**src/rtl/core/tlfq_pkg.sv**
```systemverilog
// Shared types, codes and helpers for the three-level feedback queue scheduler.
// No dependencies; used by every module under rtl/core.
package tlfq_pkg;

    localparam logic [7:0] PRIO_MAX = 8'd149;
    localparam logic [7:0] LVL1_LOW = 8'd100;
    localparam logic [7:0] LVL2_LOW = 8'd50;

    localparam logic [15:0] THRESH_RST = 16'd1500;
    localparam logic [7:0]  BOOST_RST  = 8'd10;

    localparam logic [1:0] LVL_NONE = 2'd0;
    localparam logic [1:0] LVL_ONE  = 2'd1;
    localparam logic [1:0] LVL_TWO  = 2'd2;
    localparam logic [1:0] LVL_THR  = 2'd3;

    // request kinds
    localparam logic [1:0] REQ_ENQ   = 2'd0;
    localparam logic [1:0] REQ_DISP  = 2'd1;
    localparam logic [1:0] REQ_AGE   = 2'd2;
    localparam logic [1:0] REQ_CHECK = 2'd3;

    // result status codes
    localparam logic [1:0] ST_OK    = 2'd0;
    localparam logic [1:0] ST_EMPTY = 2'd1;
    localparam logic [1:0] ST_DROP  = 2'd2;

    // configuration register indexes
    localparam logic CFG_THRESH = 1'b0;
    localparam logic CFG_BOOST  = 1'b1;

    // one ready-thread slot
    typedef struct packed {
        logic [7:0]  id;
        logic [7:0]  prio;
        logic [15:0] burst;
        logic [31:0] wait_acc;
        logic [31:0] wait_start;
        logic [31:0] stamp;
    } slot_rec_t;

    // ordering key seen by the comparator
    typedef struct packed {
        logic [7:0]  prio;
        logic [15:0] burst;
        logic [31:0] age;
    } order_key_t;

    function automatic logic [1:0] level_of(input logic [7:0] p);
        if (p >= LVL1_LOW) begin
            return LVL_ONE;
        end else if (p >= LVL2_LOW) begin
            return LVL_TWO;
        end
        return LVL_THR;
    endfunction

endpackage

```
**src/rtl/core/tlfq_store.sv**
```systemverilog
// Slot record memory: one write port, one registered read port.
// Depends on tlfq_pkg for the record type.
module tlfq_store #(
    parameter int ENTRIES = 32
) (
    input  logic                           aclk,
    input  logic                           wr_en,
    input  logic [$clog2(ENTRIES)-1:0]     wr_addr,
    input  tlfq_pkg::slot_rec_t            wr_data,
    input  logic [$clog2(ENTRIES)-1:0]     rd_addr,
    output tlfq_pkg::slot_rec_t            rd_data
);

    tlfq_pkg::slot_rec_t mem [ENTRIES];
    tlfq_pkg::slot_rec_t rd_data_reg;

    always_ff @(posedge aclk) begin
        if (wr_en) begin
            mem[wr_addr] <= wr_data;
        end
        rd_data_reg <= mem[rd_addr];
    end

    assign rd_data = rd_data_reg;

endmodule

```
**config.mk**
```make
export PLATFORM = sky130hd
export DESIGN_NAME = tlfq_store
export DESIGN_NICKNAME = d
export VERILOG_FILES = /design/src/rtl/core/tlfq_pkg.sv /design/src/rtl/core/tlfq_store.sv
export SDC_FILE = /design/constraint.sdc
export NUM_CORES = 2
export LEC_CHECK = 0
export BUFFER_PORTS_ARGS = -buffer_cell sky130_fd_sc_hd__buf_4
export CORE_MARGIN = 4
export CORE_UTILIZATION = 25
export DETAILED_ROUTE_END_ITERATION = 6
export PLACE_DENSITY_LB_ADDON = 0.25
export SLEW_MARGIN = 0
export SYNTH_ARGS = -nofsm -noshare
export SYNTH_HDL_FRONTEND = slang
export SYNTH_SLANG_ARGS = --single-unit
export TNS_END_PERCENT = 5
```
**constraint.sdc**
```tcl
create_clock -name aclk -period 13.6 [get_ports aclk]
set_input_delay 4.08 -clock aclk [delete_from_list [all_inputs] [get_ports aclk]]
set_output_delay 4.08 -clock aclk [all_outputs]
set_load 0.05 [all_outputs]
```
==> reports/qor.txt <==
P_leak: 55.5 nW
CTS Buffer Depth: 4
CP Class: in2reg
CTS clk-pin slew, worst paths: 0.07 ns
R2R Path Start: mem[28][127]
Final setup viols: 0
Iteration-0 DRC Markers: 6830
CTS tree: yes
Setup TNS: 0 ns
Seq cells post-synth: 4224
Final HPWL from detailed placement: 240 mm
Worst Skew: 0.112 ns
R2R setup slack: 11.48 ns
ANT nets after route: 0
Clock Sink Count: 4224
DRT Pass-1 Iters: 5
# fillers: 59900
Vias/cell: 4.63
Final Max Slew Viols: 0
Hold Path Class: reg2reg
Worst Tran Pin Value: 1.27 ns
Crit. End Element: flop
Placer Congestion: 0.709
Die area: 634000 sq um
Global-route wire length before repair: 638 mm
Sequential fraction of the synthesis area: 80.9%
Initial antenna violation count: 77
Max_slew headroom: 14.3%
Syn Inst Count: 6440
Cts bufs inserted: 438
Port bufs: 267
# Post-CTS Setup Buffers: 0
Power Density: 155 nW/um^2
Core footprint: 619000 sq um
Clk Latency, worst-skew pair: 1.03 ns
Commonest non-fill, non-tap cells in the layout: edfxtp_1, mux4_2, o22ai_1, clkbuf_16, buf_4
WHS Endpoint: rd_data[75]
# IOs: 268
Congestion Overflow GR: 0
Core Rows: 289
Total track usage: 14.2%
Max-Cap Viols: 0
Worst R2R Path Depth: 3
Post-DP Area: 168000 sq um
Die height: 796 um
Yosys cell types: 28
CP Max Fanout: 90
Final Cycle Share: 53.5%
# hold bufs at CTS: 0
Layout cells sized above 1: 28.6%
Clk root buf: clkbuf_16
Area Overhead vs Synth: 17.6%
H-tree levels: 5
Crit path time final: 7.28 ns
Die X: 796 um
Average wire per standard cell: 29.5 um
Peak supply drop: 0.000125 V
Final Hold Vio Count: 0
Worst hold margin: 0.694 ns
Hold Path Origin: mem[30][75]
Post-CTS resize count: 0
Max FFs per register: 4096
Average size of a mapped cell: 24.1 sq um
Syn_nets: 6580
Total DRC errors in the routed layout: 0
Commonest non-fill, non-tap cell in the layout: edfxtp_1
Crit path DAT: 8.01 ns
Reg-to-reg endpoint: rd_data[127]
Max Clk Rate: 0.137 GHz
Synth warnings: 0
RSZ-0062 raised after global routing: false
Final nets: 7097
Outcome: complete, no violations
Post-Syn Area: 155000 sq um
Number of global-route vias before repair: 76100
Pin count of the biggest net entering global routing: 136
Req. time, crit path: 14.34 ns
Hold Path Cell Cnt: 3
Via count: 72500
Initial Utilization: 25.1%
Design Area, Final: 183000 sq um
DRT Wirelength: 463 mm
CP startpoint kind: primary input
## how the worst max path moves through the flow
stage,start,endpoint,slack (ns),cells after the start
final,rd_addr[2],rd_data[127],6.32,6
after global routing,rd_addr[2],rd_data[127],6.18,6
after CTS,rd_addr[2],rd_data[127],6.34,6
after detailed placement,rd_addr[2],rd_data[127],5.26,6
after global placement,rd_addr[2],rd_data[122],4.94,6
after floorplan,wr_addr[1],mem[12][0],2.92,3
## layer usage
layer	share of wire, %	global-route usage, %
met5	0.044	0
met4	2.2	2.99
met3	5.0	2.01
met2	50	24.5
met1	43	19.1
## stage by stage
stage / util [%] / worst slack, ns / std cells / power (mW)
finish: 29.5 / 6.32 / 15700 / 28.2
global route: 29.5 / 6.18 / 15600 / 29.2
CTS: 29.5 / 6.34 / 15600 / 28.6
detailed placement: 27.1 / 5.26 / 14800 / 16.3
global placement: 27.1 / 4.94 / 14800 / 16.3
floorplan: - / 2.92 / 6440 / 15.6
## power by group
part | internal (mW) | switching, mW | leakage (nW)
registers | 14.5 | 0.135 | 38.0
clock network | 7.06 | 5.16 | 7.22
logic | 0.477 | 0.922 | 10.3
## cell type report
cell class / instances / area (sq um) / share of cell area [%]
diodes: 17 / 42.5 / 0.0233
clock buffers: 583 / 12100 / 6.63
clock inverters: 248 / 2740 / 1.50
multi-input cells: 1864 / 28100 / 15.4
flip-flops and latches: 4224 / 126000 / 68.8
well taps: 8293 / 10400 / 5.68
repair buffers: 429 / 3700 / 2.03
## cell usage after synthesis
cell / n / area share [%]
buf_6: 30 / 0.22
mux4_2: 956 / 14
nand2b_1: 1 / 0.0040
nor4_1: 111 / 0.45
nor3b_1: 1 / 0.0048
nand3_1: 37 / 0.12
or2_1: 1 / 0.0040
and2_1: 1 / 0.0040
nor2_2: 1 / 0.0040
edfxtp_1: 4096 / 79
dfxtp_1: 128 / 1.7
clkbuf_1: 108 / 0.26
buf_2: 94 / 0.30
o22ai_1: 444 / 1.8
or3_1: 2 / 0.0081
clkbuf_4: 9 / 0.044
nor2_1: 35 / 0.085
buf_1: 44 / 0.11
nand4_1: 17 / 0.069
and3b_1: 1 / 0.0056
or3b_2: 4 / 0.023
nand2_1: 4 / 0.0097
nand3b_1: 6 / 0.029
buf_4: 67 / 0.32
a22oi_1: 102 / 0.49
and3_1: 1 / 0.0040
mux2i_1: 136 / 0.88
nor2b_1: 3 / 0.012
## critical path, cell delays in order
cell,delay (ns)
buf_12,0.45
buf_4,0.92
buf_4,0.81
mux4_2,0.39
o22ai_1,0.12
nor4_1,1.07
## cells by family (layout without fill, tap and decap cells)
family,Yosys count,count (layout),share of synthesized area [%]
AOI/OAI and AO/OA,546,546,2.28
buffers and inverters,352,1260,1.26
DFF,4224,4224,80.9
muxes,1092,1092,14.7
other,0,17,0
and+or+nand+nor,226,226,0.832
Power figures use the tool's default switching activity.
