===== src/rtl/core/tlfq_pkg.sv =====
// Shared types, codes and helpers for the three-level feedback queue scheduler.
// No dependencies; used by every module under rtl/core.
package tlfq_pkg;

    localparam logic [7:0] PRIO_MAX = 8'd149;
    localparam logic [7:0] LVL1_LOW = 8'd100;
    localparam logic [7:0] LVL2_LOW = 8'd50;

    localparam logic [15:0] THRESH_RST = 16'd1500;
    localparam logic [7:0]  BOOST_RST  = 8'd10;

    localparam logic [1:0] LVL_NONE = 2'd0;
    localparam logic [1:0] LVL_ONE  = 2'd1;
    localparam logic [1:0] LVL_TWO  = 2'd2;
    localparam logic [1:0] LVL_THR  = 2'd3;

    // request kinds
    localparam logic [1:0] REQ_ENQ   = 2'd0;
    localparam logic [1:0] REQ_DISP  = 2'd1;
    localparam logic [1:0] REQ_AGE   = 2'd2;
    localparam logic [1:0] REQ_CHECK = 2'd3;

    // result status codes
    localparam logic [1:0] ST_OK    = 2'd0;
    localparam logic [1:0] ST_EMPTY = 2'd1;
    localparam logic [1:0] ST_DROP  = 2'd2;

    // configuration register indexes
    localparam logic CFG_THRESH = 1'b0;
    localparam logic CFG_BOOST  = 1'b1;

    // one ready-thread slot
    typedef struct packed {
        logic [7:0]  id;
        logic [7:0]  prio;
        logic [15:0] burst;
        logic [31:0] wait_acc;
        logic [31:0] wait_start;
        logic [31:0] stamp;
    } slot_rec_t;

    // ordering key seen by the comparator
    typedef struct packed {
        logic [7:0]  prio;
        logic [15:0] burst;
        logic [31:0] age;
    } order_key_t;

    function automatic logic [1:0] level_of(input logic [7:0] p);
        if (p >= LVL1_LOW) begin
            return LVL_ONE;
        end else if (p >= LVL2_LOW) begin
            return LVL_TWO;
        end
        return LVL_THR;
    endfunction

endpackage


===== src/rtl/core/tlfq_cmp.sv =====
// Shared service-order comparator: is the candidate ahead of the current best.
// Depends on tlfq_pkg for keys and the level helper.
module tlfq_cmp (
    input  logic                 best_vld,
    input  tlfq_pkg::order_key_t cand,
    input  tlfq_pkg::order_key_t best,
    output logic                 better
);

    logic [1:0] lc;
    logic [1:0] lb;
    logic       ahead;

    always_comb begin
        lc = tlfq_pkg::level_of(cand.prio);
        lb = tlfq_pkg::level_of(best.prio);
        if (lc != lb) begin
            ahead = (lc < lb);
        end else if (lc == tlfq_pkg::LVL_ONE && cand.burst != best.burst) begin
            ahead = (cand.burst < best.burst);
        end else if (lc == tlfq_pkg::LVL_TWO && cand.prio != best.prio) begin
            ahead = (cand.prio > best.prio);
        end else begin
            ahead = (cand.age > best.age);
        end
        better = !best_vld || ahead;
    end

endmodule


===== config.mk =====
export PLATFORM = sky130hd
export DESIGN_NAME = tlfq_cmp
export DESIGN_NICKNAME = d
export VERILOG_FILES = /design/src/rtl/core/tlfq_pkg.sv /design/src/rtl/core/tlfq_cmp.sv
export SDC_FILE = /design/constraint.sdc
export NUM_CORES = 1
export LEC_CHECK = 0
export BUFFER_PORTS_ARGS = -buffer_cell sky130_fd_sc_hd__buf_2
export CAP_MARGIN = 15
export CORE_ASPECT_RATIO = 1.2
export CORE_UTILIZATION = 39
export DETAILED_ROUTE_END_ITERATION = 8
export GPL_ROUTABILITY_DRIVEN = 0
export PLACE_DENSITY = 0.79
export SETUP_SLACK_MARGIN = 0.1
export SLEW_MARGIN = 10
export SYNTH_ARGS = -nofsm -noshare
export SYNTH_HDL_FRONTEND = slang
export SYNTH_SLANG_ARGS = --single-unit

===== constraint.sdc =====
create_clock -name vclk -period 1.63
set_input_delay 0 -clock vclk [all_inputs]
set_output_delay 0 -clock vclk [all_outputs]
set_load 0.005 [all_outputs]

==> impl_metrics.json, run 1 <==
{
  "power_frac_seq_pct": 0,
  "fmax_ghz": 0.5924,
  "wirelength_mm": 3.923,
  "grtUsageMet2_pct": 38.02,
  "drt-pass1-iter-count": 4,
  "grt_pass1_wl_mm": 6.334,
  "startpoint_type": "input port",
  "gr-total-overflow": 0,
  "drv_cap": 0,
  "cp_top_family": "compound AO/OA/AOI/OAI gates",
  "period_needed_ps": 1688,
  "hold_depth": 4,
  "fin_ws_ps": -58.13,
  "die_area_um2": 4262,
  "cp_slowest_stage_delay_ps": 390,
  "num_vias": 1898,
  "rsz0062_at_grt": "yes",
  "fin_cells": 394,
  "post-place-cells": 393,
  "crit_path_top_delay_cell": "or3_4",
  "die-height_um": 71.32,
  "max-slew-margin-rel_pct": 77.00,
  "synth.top_cell.area_share_pct": 46.47,
  "crit_type": "input port to output port",
  "crit_required_ps": 1630,
  "grt_max_degree": 4,
  "crit_top_cell": "buf_2",
  "fin_crit_sh_pct": 103.6,
  "netSwitchingPower_mw": 0.2369,
  "comb_power_share_pct": 100.0,
  "setup_viol": 1,
  "final_area_um2": 2340,
  "hold_buffers": 0,
  "via_per_inst": 4.817,
  "use_met3_pct": 1.264,
  "critPathBufInv": 3,
  "num_rows": 24,
  "nClkBuffers": 0,
  "regArea_um2": 0,
  "place_ws_ps": -188.4,
  "hold_viol": 0,
  "nNetsFinal": 515,
  "grt_busiest_layer": "met2",
  "antenna_left": 0,
  "arrival_ps": 1690,
  "ys_top_cells_by_area": "ha_1, inv_1, a21oi_1",
  "vdd_drop_max_mv": 0.1114,
  "hold_path_class": "input port to output port",
  "fillers": 361,
  "antenna_cells": 0,
  "multi_input_area_um2": 1384,
  "critPathMaxFanout": 2,
  "power_frac_clock_pct": 0,
  "yosys.area.top_type": "ha_1",
  "antenna_found_initial": 0,
  "hpwl_mm": 3.702,
  "first_global_vias": 1804,
  "netlist_instances": 216,
  "synth_cell_types": 31,
  "power.total_mw": 0.5203,
  "post_dp_cell_area_um2": 2285,
  "maxSlewViolCount": 0,
  "dieWidth_um": 59.76,
  "synth.avg_cell_area_um2": 7.229,
  "start_util_pct": 41.94,
  "remaining_drc_errors": 0,
  "grt_usage_pct": 17.81,
  "cp-end-kind": "output port",
  "p_per_area_nw_per_um2": 222.4,
  "wire_per_inst_um": 9.957,
  "area_growth_pct": 49.84,
  "drive_gt1_share_pct": 39.77,
  "yosysSeqAreaShare_pct": 0,
  "core_area_um2": 3724,
  "use_met1_pct": 17.88,
  "status": "finished with violations",
  "post-route-util_pct": 62.84,
  "path_depth": 11,
  "portBuffers": 114,
  "switching_share_pct": 45.53,
  "design.seq.count": 0,
  "top_level_ports": 114,
  "violations": "setup timing",
  "p_leak_nw": 1.484,
  "drt-initial-drc-count": 20,
  "intPower_mw": 0.2834,
  "syn_nets": 387,
  "worstMarginPinSlew_ps": 342.1,
  "synth_commonest_cells": "ha_1, inv_1, a21oi_1",
  "ys_warn_count": 0,
  "netlist_area_um2": 1561,
  "path_cells": "buf_2, or3_4, a31oi_4, nor2b_2, ha_1, inv_1, a21boi_1, o21ai_1, a211oi_2, a2bb2oi_2, buf_2"
}
[what timing repair did]
action | in CTS | in global routing
endpoints found under the hold margin | 0 | 0
endpoints found under the setup margin | 1 | 1
buffers inserted | 1 | 0
resized for setup | 5 | 4
pin swaps | 10 | 0
[tightest hold or removal path: stages]
cell	delay [ps]
buf_2	80
o21ai_1	90
a2bb2oi_2	160
buf_2	120
[placed cells by master, fill, tap and decap left out, types with 2 or more instances in the layout]
cell	Yosys	layout
nor2b_1	5	4
nand4_1	10	10
inv_1	58	58
buf_2	0	112
o21ai_1	3	3
and3_1	2	2
ha_1	58	58
o21ai_0	6	6
a21o_1	5	5
a21boi_1	1	2
buf_4	0	12
a21oi_1	20	20
buf_6	0	2
o211ai_1	5	5
nand2_1	14	14
a221o_1	2	2
or3_4	1	2
nor2_1	5	5
a31oi_4	1	2
nor4_2	0	2
nand3_1	2	2
[routing by layer]
metal	up-vias	wire, um
li1	1018	-
met1	799	1511
met2	75	2107
met3	6	247
met4	0	57
met5	-	0
[metrics by stage]
step,TNS (ps),hold WS (ps)
2_1_floorplan,0,239.1
3_3_place_gp,-156.3,447.6
3_5_place_dp,-188.4,450.0
4_1_cts,-48.23,447.8
5_1_grt,-137.1,475.2
6_report,-58.13,449.1
[final timing paths]
path                 start      to  slack [ps]
hold / removal    best_vld  better         450
setup / recovery  cand[49]  better         -60
[area by class of cell]
| type | instances | share of cell area [%] |
|---|---|---|
| inverter | 58 | 9.305 |
| multi-input combinational | 158 | 59.14 |
| timing repair buffer | 126 | 28.77 |
| tap | 52 | 2.781 |
[kinds of logic after synthesis]
logic type      after synthesis  share of synthesized area (%)
fa+ha+maj                    58                          46.47
buf+inv                      58                          13.94
simple gates                 45                          15.71
compound gates               55                          23.88
[power by group through the flow]
stage | Sequential, mW | Combinational [mW] | Clock, mW
6_report | 0 | 0.520 | 0
3_3_place_gp | 0 | 0.493 | 0
5_1_grt | 0 | 0.601 | 0
3_5_place_dp | 0 | 0.509 | 0
4_1_cts | 0 | 0.521 | 0
2_1_floorplan | 0 | 0.278 | 0
Power figures use the tool's default switching activity.
==> run 2, diff against run 1 <==
Settings changed: CORE_ASPECT_RATIO 1.2 to 1.75, PLACE_DENSITY 0.79 to 0.81.
==> impl_metrics.json, run 2 (synthesized netlist as in run 1, its figures left out) <==
{
  "antenna_left": 0,
  "dieWidth_um": 49.83,
  "drt-pass1-iter-count": 4,
  "crit_type": "input port to output port",
  "setup_viol": 0,
  "die_area_um2": 4271,
  "fmax_ghz": 0.6182,
  "intPower_mw": 0.3057,
  "regArea_um2": 0,
  "min-delay-start": "best_vld",
  "mostFrequentLayoutCell": "buf_2",
  "startpoint_type": "input port",
  "power_frac_seq_pct": 0,
  "status": "finished, final reports clean",
  "place_ws_ps": -239.8,
  "fin_ws_ps": 12.37,
  "arrival_ps": 1620,
  "via_per_inst": 4.959,
  "final_area_um2": 2440,
  "final_cell_mix": "buf_2, inv_1, ha_1",
  "maxSlewViolCount": 0,
  "min_to": "better",
  "drv_cap": 0,
  "die-height_um": 85.71,
  "power_frac_clock_pct": 0,
  "portBuffers": 114,
  "comb_power_share_pct": 100.0,
  "hold_depth": 4,
  "nClkBuffers": 0,
  "num_rows": 30,
  "remaining_drc_errors": 0,
  "grt_usage_pct": 19.11,
  "wirelength_mm": 4.121,
  "worstMarginPinSlew_ps": 272.2,
  "top_level_ports": 114,
  "grt_pass1_wl_mm": 6.748,
  "fin_crit_sh_pct": 99.24,
  "hpwl_mm": 3.767,
  "fillers": 345,
  "area_growth_pct": 56.25,
  "power.total_mw": 0.5627,
  "switching_share_pct": 45.67,
  "grt_max_degree": 4,
  "design.seq.count": 0,
  "nNetsFinal": 518,
  "post-route-util_pct": 63.11,
  "cp-end-kind": "output port",
  "hold_buffers": 0,
  "gr-total-overflow": 0,
  "period_needed_ps": 1618,
  "max-slew-margin-rel_pct": 81.68,
  "post_dp_cell_area_um2": 2287,
  "critPathMaxFanout": 3,
  "drive_gt1_share_pct": 43.48,
  "fin_tns_setup_ps": 0,
  "vdd_drop_max_mv": 0.1402,
  "hold_path_class": "input port to output port",
  "p_leak_nw": 1.505,
  "p_per_area_nw_per_um2": 230.6,
  "hold_viol": 0,
  "antenna_found_initial": 0,
  "wire_per_inst_um": 10.49,
  "start_util_pct": 40.39,
  "first_global_vias": 1845,
  "rsz0062_at_grt": "yes",
  "core_area_um2": 3866,
  "netSwitchingPower_mw": 0.2570,
  "crit_required_ps": 1630,
  "drt-initial-drc-count": 7,
  "antenna_cells": 0,
  "num_vias": 1949
}
run 2: power by group through the flow:
stage	Combinational (mW)	Sequential (mW)	Clock, mW
6_report	0.563	0	0
5_1_grt	0.644	0	0
4_1_cts	0.561	0	0
2_1_floorplan	0.278	0	0
3_5_place_dp	0.515	0	0
3_3_place_gp	0.495	0	0
run 2: layout make-up:
cell class	instances	area, um^2	area share [%]
tap	48	60.06	2.462
inverter	58	217.7	8.923
multi-input combinational	158	1463	59.95
timing repair buffer	129	699.4	28.67
run 2: metal layers:
metal | up-vias | track usage (%) | part of all wire, %
met5 | - | 0 | 0
met1 | 863 | 17.62 | 36
met2 | 62 | 43.86 | 60
met4 | 0 | 1.299 | 0.36
li1 | 1022 | - | -
met3 | 2 | 0.7092 | 4.2
run 2: worst max path at each step:
stage | from | end | depth (start not counted)
after floorplan | cand[51] | better | 9
after global placement | cand[51] | better | 11
after detailed placement | cand[51] | better | 11
after CTS | cand[50] | better | 11
after global routing | cand[50] | better | 11
final | cand[50] | better | 11
run 2: what timing repair did:
action,in CTS,in global routing
cloned,0,0
setup buffers,3,0
gates resized for setup,19,3
setup endpoints to repair,1,1
pin swaps,12,3
run 2: through the flow:
| stage | hold WS (ps) | instances |
|---|---|---|
| global placement | 448.6 | 390 |
| CTS | 430.6 | 393 |
| global route | 464.1 | 393 |
| finish | 431.2 | 393 |
| floorplan | 239.1 | 216 |
| detailed placement | 467.5 | 390 |
run 2: critical path, stage by stage:
cell	delay (ps)
buf_6	100
or3_4	380
a31oi_4	180
nor2b_4	70
ha_4	270
inv_2	30
a21boi_2	130
o21ai_2	90
a211oi_2	170
a2bb2oi_2	70
buf_2	130
